## config.mk

```make
export PLATFORM = sky130hd
export DESIGN_NAME = sfvr_pair
export DESIGN_NICKNAME = d
export VERILOG_FILES = /design/src/rtl/sfvr_pkg.sv /design/src/rtl/sfvr_pair.sv
export SDC_FILE = /design/constraint.sdc
export NUM_CORES = 2
export LEC_CHECK = 0
export ABC_AREA = 1
export BUFFER_PORTS_ARGS = -buffer_cell sky130_fd_sc_hd__buf_2
export CAP_MARGIN = 10
export CORE_AREA = 2 2 565 567
export DETAILED_ROUTE_END_ITERATION = 8
export DIE_AREA = 0 0 567 569
export PLACE_DENSITY_LB_ADDON = 0.1
export RECOVER_POWER = 50
export SYNTH_ARGS = -nofsm -noshare
export SYNTH_HDL_FRONTEND = slang
export SYNTH_SLANG_ARGS = --single-unit
export TNS_END_PERCENT = 50
```

## constraint.sdc

```tcl
create_clock -name i_clk -period 7.95 [get_ports i_clk]
set_input_delay 1.9875 -clock i_clk [delete_from_list [all_inputs] [get_ports i_clk]]
set_output_delay 1.9875 -clock i_clk [all_outputs]
set_load 0.02 [all_outputs]
```

## src/rtl/sfvr_pkg.sv

```systemverilog
package sfvr_pkg;

    typedef enum logic [1:0] {
        OP_TO_SEED   = 2'd0,
        OP_FROM_SEED = 2'd1,
        OP_FROM_SWAP = 2'd2,
        OP_LERP      = 2'd3
    } t_op;

    localparam int VAL_W     = 26;
    localparam int MAX_STEPS = 24;

    typedef logic signed [VAL_W-1:0] t_val;
    typedef logic signed [16:0]      t_coef;
    typedef logic signed [42:0]      t_prod;
    typedef logic signed [43:0]      t_sum;
    typedef logic signed [33:0]      t_ang;
    typedef logic signed [41:0]      t_gprod;
    typedef logic signed [15:0]      t_word;

    localparam logic [7:0] CFG_COS_ALPHA = 8'd0;
    localparam logic [7:0] CFG_SIN_ALPHA = 8'd1;
    localparam logic [7:0] CFG_COS_BETA  = 8'd2;
    localparam logic [7:0] CFG_SIN_BETA  = 8'd3;

    localparam t_ang  ANG_QUARTER = 34'sd1073741824;
    localparam t_ang  ANG_TURN    = 34'sd4294967296;
    localparam t_word INV_GAIN    = 16'sd9949;
    localparam t_sum  RND_HALF    = 44'sd8192;

    localparam logic [31:0] ATAN_TAB [MAX_STEPS] = '{
        32'd536870912, 32'd316933406, 32'd167458907, 32'd85004756,
        32'd42667331,  32'd21354465,  32'd10679838,  32'd5340245,
        32'd2670163,   32'd1335087,   32'd667544,    32'd333772,
        32'd166886,    32'd83443,     32'd41722,     32'd20861,
        32'd10430,     32'd5215,      32'd2608,      32'd1304,
        32'd652,       32'd326,       32'd163,       32'd81
    };

    typedef struct packed {
        t_val x;
        t_val y;
        t_val z;
    } t_vec3;

    typedef struct packed {
        t_op   op;
        t_word amount;
    } t_sb_fr;

    typedef struct packed {
        t_op   op;
        t_word amount;
        t_vec3 f;
    } t_sb_v1;

    typedef struct packed {
        t_op         op;
        t_word       amount;
        t_vec3       f;
        logic [31:0] a1;
        t_val        m;
    } t_sb_v2;

    typedef struct packed {
        t_op         op;
        t_vec3       f;
        logic [31:0] a1;
    } t_sb_r1;

    typedef struct packed {
        t_op   op;
        t_vec3 f;
        t_val  zz;
    } t_sb_r2;

    typedef struct packed {
        t_op   op;
        t_vec3 f;
    } t_sb_bk;

    // round to nearest on the q14 boundary, ties toward plus infinity
    function automatic t_val rnd14(input t_sum v);
        t_sum w;
        w = v + RND_HALF;
        w = w >>> 14;
        return w[VAL_W-1:0];
    endfunction

endpackage

```

## src/rtl/sfvr_pair.sv

```systemverilog
module sfvr_pair #(
    parameter int SB_W = 1
) (
    input  logic            i_clk,
    input  logic            i_rst_n,
    input  logic            i_en,
    input  logic            i_valid,
    input  sfvr_pkg::t_val  i_a,
    input  sfvr_pkg::t_val  i_b,
    input  sfvr_pkg::t_val  i_keep,
    input  sfvr_pkg::t_coef i_c,
    input  sfvr_pkg::t_coef i_s,
    input  logic [SB_W-1:0] i_sb,
    output logic            o_valid,
    output sfvr_pkg::t_val  o_p,
    output sfvr_pkg::t_val  o_q,
    output sfvr_pkg::t_val  o_keep,
    output logic [SB_W-1:0] o_sb
);
    import sfvr_pkg::*;

    // p = c*a + s*b, q = c*b - s*a
    t_prod           r_m_ca, r_m_sb, r_m_cb, r_m_sa;
    t_val            r_m_keep;
    logic [SB_W-1:0] r_m_sb_data;
    logic            r_m_valid;

    t_val            r_p, r_q, r_keep;
    logic [SB_W-1:0] r_sb;
    logic            r_valid;

    always_ff @(posedge i_clk) begin
        if (!i_rst_n) begin
            r_m_valid <= 1'b0;
            r_valid   <= 1'b0;
        end else if (i_en) begin
            r_m_valid <= i_valid;
            r_valid   <= r_m_valid;
        end
    end

    always_ff @(posedge i_clk) begin
        if (i_en) begin
            r_m_ca      <= i_c * i_a;
            r_m_sb      <= i_s * i_b;
            r_m_cb      <= i_c * i_b;
            r_m_sa      <= i_s * i_a;
            r_m_keep    <= i_keep;
            r_m_sb_data <= i_sb;
            r_p         <= rnd14(t_sum'(r_m_ca) + t_sum'(r_m_sb));
            r_q         <= rnd14(t_sum'(r_m_cb) - t_sum'(r_m_sa));
            r_keep      <= r_m_keep;
            r_sb        <= r_m_sb_data;
        end
    end

    assign o_valid = r_valid;
    assign o_p     = r_p;
    assign o_q     = r_q;
    assign o_keep  = r_keep;
    assign o_sb    = r_sb;

endmodule

```

==> flow_summary.toml <==
[detailed_routing]
routed_wl_um = 279000
drt_pre_antenna_iters = 5
route.detailed.drc = 0
vias = 62200
postRouteAntennaNets = 0
drtIter0Drc = 3073
wl_per_cell_um = 19.00
viasPerCell = 4.235

[timing]
clock.fmax_mhz = 133.6
slew_headroom = -2.312
setup_viol = 0
tightest_slew_ns = 4.968
fin_crit_ns = 7.485
drv_slew = 72
final.period_utilization = 0.9415
grt_setup_unrepaired = "false"
hold_viol_final = 0
hold_slack_ns = 0.4173
clock_skew_ns = 0.01340

[worst_setup_path]
timing.rr.start = "r_m_ca[19]"
crit_path_end_kind = "flop"
arrival_ns = 7.82
reg2reg_depth = 10
crit_fanout = 8
worstSetupStartpoint = "i_s[0]"
critPathRequiredTime_ns = 8.29
crit_type = "input port to flop"
startpoint_type = "input port"

[floorplan]
dieArea_mm2 = 0.3226
io_pins = 197
start_util = 0.2486
fp-row-count = 207
die_w_um = 567
die_h_um = 569
core_area_mm2 = 0.3168

[place]
place.port_buffers = 196
gp_congestion = 0.8955
dp.cells = 14610
hpwl_um = 240000

[clock_tree]
cts_buffer_depth = 3
cts_buffers = 41
clock_sinks = 268
holdBufCountCts = 0
cts-root-buf = "clkbuf_16"
ctsResizeCount = 0
clkTransAtPathRegs_ns = 0.05
cts_tree = "done"
ctsHtreeMaxLevel = 2
post_cts_buffers = 0
clock_latency_ns = 0.64

[hold_path]
min_path_type = "flop to flop"
hold_start = "r_m_keep[4]"
whs_path_depth = 0

[status]
violations = "max-capacitance violations, max-slew violations"
outcome = "finished with violations"

[global_route]
grt_start_max_net_pins = 94
grt_usage = 0.1770
grt_pass1_wl_um = 433700
overflow = 0
grt_pass1_vias = 68310
grt_antenna_before_repair = 20

[final_layout]
synthToLayoutAreaGrowth_pct = 13.97
num-nets-final = 12770
drive_gt1_frac = 0.08141
fin_cells = 14690

[synthesis]
syn_nets = 12420
avgSynthCellArea_um2 = 7.778
ys_ff_latch = 268
syn_inst = 10130
netlist_area_mm2 = 0.07875
yosysWarnings = 0
synth-seq-area-share = 0.1019
ys_types = 42

[run]
cap_violations = 2
==> registers in the layout (all words and copies together) (netlist names) <==
signal,flops
o_sb,1
o_valid,1
r_m_sa,40
o_q,26
o_keep,26
r_m_valid,1
r_m_cb,40
o_p,26
r_m_sb,40
r_m_keep,26
r_m_ca,40
r_m_sb_data,1
==> critical path: stages <==
cell,delay [ns]
clkbuf_1,1.09
nand2_1,0.24
fa_1,0.58
inv_1,0.05
fa_1,0.55
fa_1,0.45
fa_1,0.57
inv_1,0.06
fa_1,0.49
inv_1,0.05
ha_1,0.39
nand2_1,0.10
buf_4,0.14
nor2_1,0.22
nand2_1,0.11
o21ai_1,0.32
nand2_1,0.12
nand3_1,0.10
nand2_1,0.14
==> worst paths after layout <==
| check | end | slack, ns |
|---|---|---|
| setup / recovery | r_m_sa[33] | 0.47 |
| hold / removal | o_keep[4] | 0.42 |
| setup reg to reg | o_p[24] | 4.76 |
| hold reg to reg | o_keep[4] | 0.42 |
==> cell type report <==
type	instances	area, µm²
tap	4180	5230
fill	34760	227000
timing repair buffer	710	5922
clock buffer	46	1066
sequential	268	8028
antenna	5	12.51
multi-input combinational	6444	57880
inverter	3007	11290
clock inverter	28	321.6
==> kinds of logic after synthesis <==
kind of cell | count (synthesis) | share of synthesized area
compound gates | 458 | 0.03295
xor+xnor | 144 | 0.01602
fa+ha+maj | 2178 | 0.5016
buf+inv | 3413 | 0.1628
flops | 268 | 0.1019
simple gates | 3664 | 0.1847
==> cell usage in the layout (no fill, tap or decap), drive strengths merged, types with 42 or more instances in the layout <==
master  netlist  routed
inv        3007    3011
nand2      2825    2825
fa         1632    1632
buf          21     701
ha          546     546
nor2        490     490
edfxtp      266     266
a21oi       243     243
nand3       223     223
o21ai       114     114
xor2        113     113
clkbuf      385      55
nand4        48      48
o21bai       44      44
nor3         42      42
==> cell usage after synthesis, drive strengths merged <==
cell type	n	area, µm²
and3	2	12.51
xor2	113	989.7
o21bai	44	334.1
nor3	42	270.3
or2	11	68.82
nand4	48	300.3
a31oi	4	25.02
buf	21	87.58
nor4	6	65.06
a21oi	243	1242
o21ai	114	585.6
inv	3007	11290
nand2	2825	10650
and2	4	25.02
xnor2	31	271.5
dfxtp	2	40.04
o211ai	5	47.54
nand3b	13	97.59
fa	1632	32670
nor2	490	1894
a21boi	3	22.52
edfxtp	266	7988
nand3	223	1156
clkbuf	385	1445
a21o	33	247.7
ha	546	6832
o21a	12	90.09
==> metrics by stage <==
| step | setup slack [ns] | area (µm²) | TNS [ns] | util |
|---|---|---|---|---|
| global placement | -0.1546 | 88410 | -1.686 | 0.2791 |
| CTS | 0.5512 | 89800 | 0 | 0.2835 |
| floorplan | 0.5885 | 78750 | 0 | - |
| global route | 0.1671 | 89740 | 0 | 0.2833 |
| finish | 0.4652 | 89750 | 0 | 0.2833 |
| detailed placement | -0.1284 | 88410 | -1.048 | 0.2791 |
==> metal layers <==
metal  vias to the layer above  routed length (µm)  GRT usage
met3                       146                7070   0.009290
met5                         -                   0          0
li1                      29500                   -          -
met4                         0                3141    0.02122
met1                     31700              133500     0.2495
met2                       859              135300     0.3064
Power is left out: the tool's default activity adds up to more than one toggle a clock period on the data nets, which glitch-free logic cannot reach.
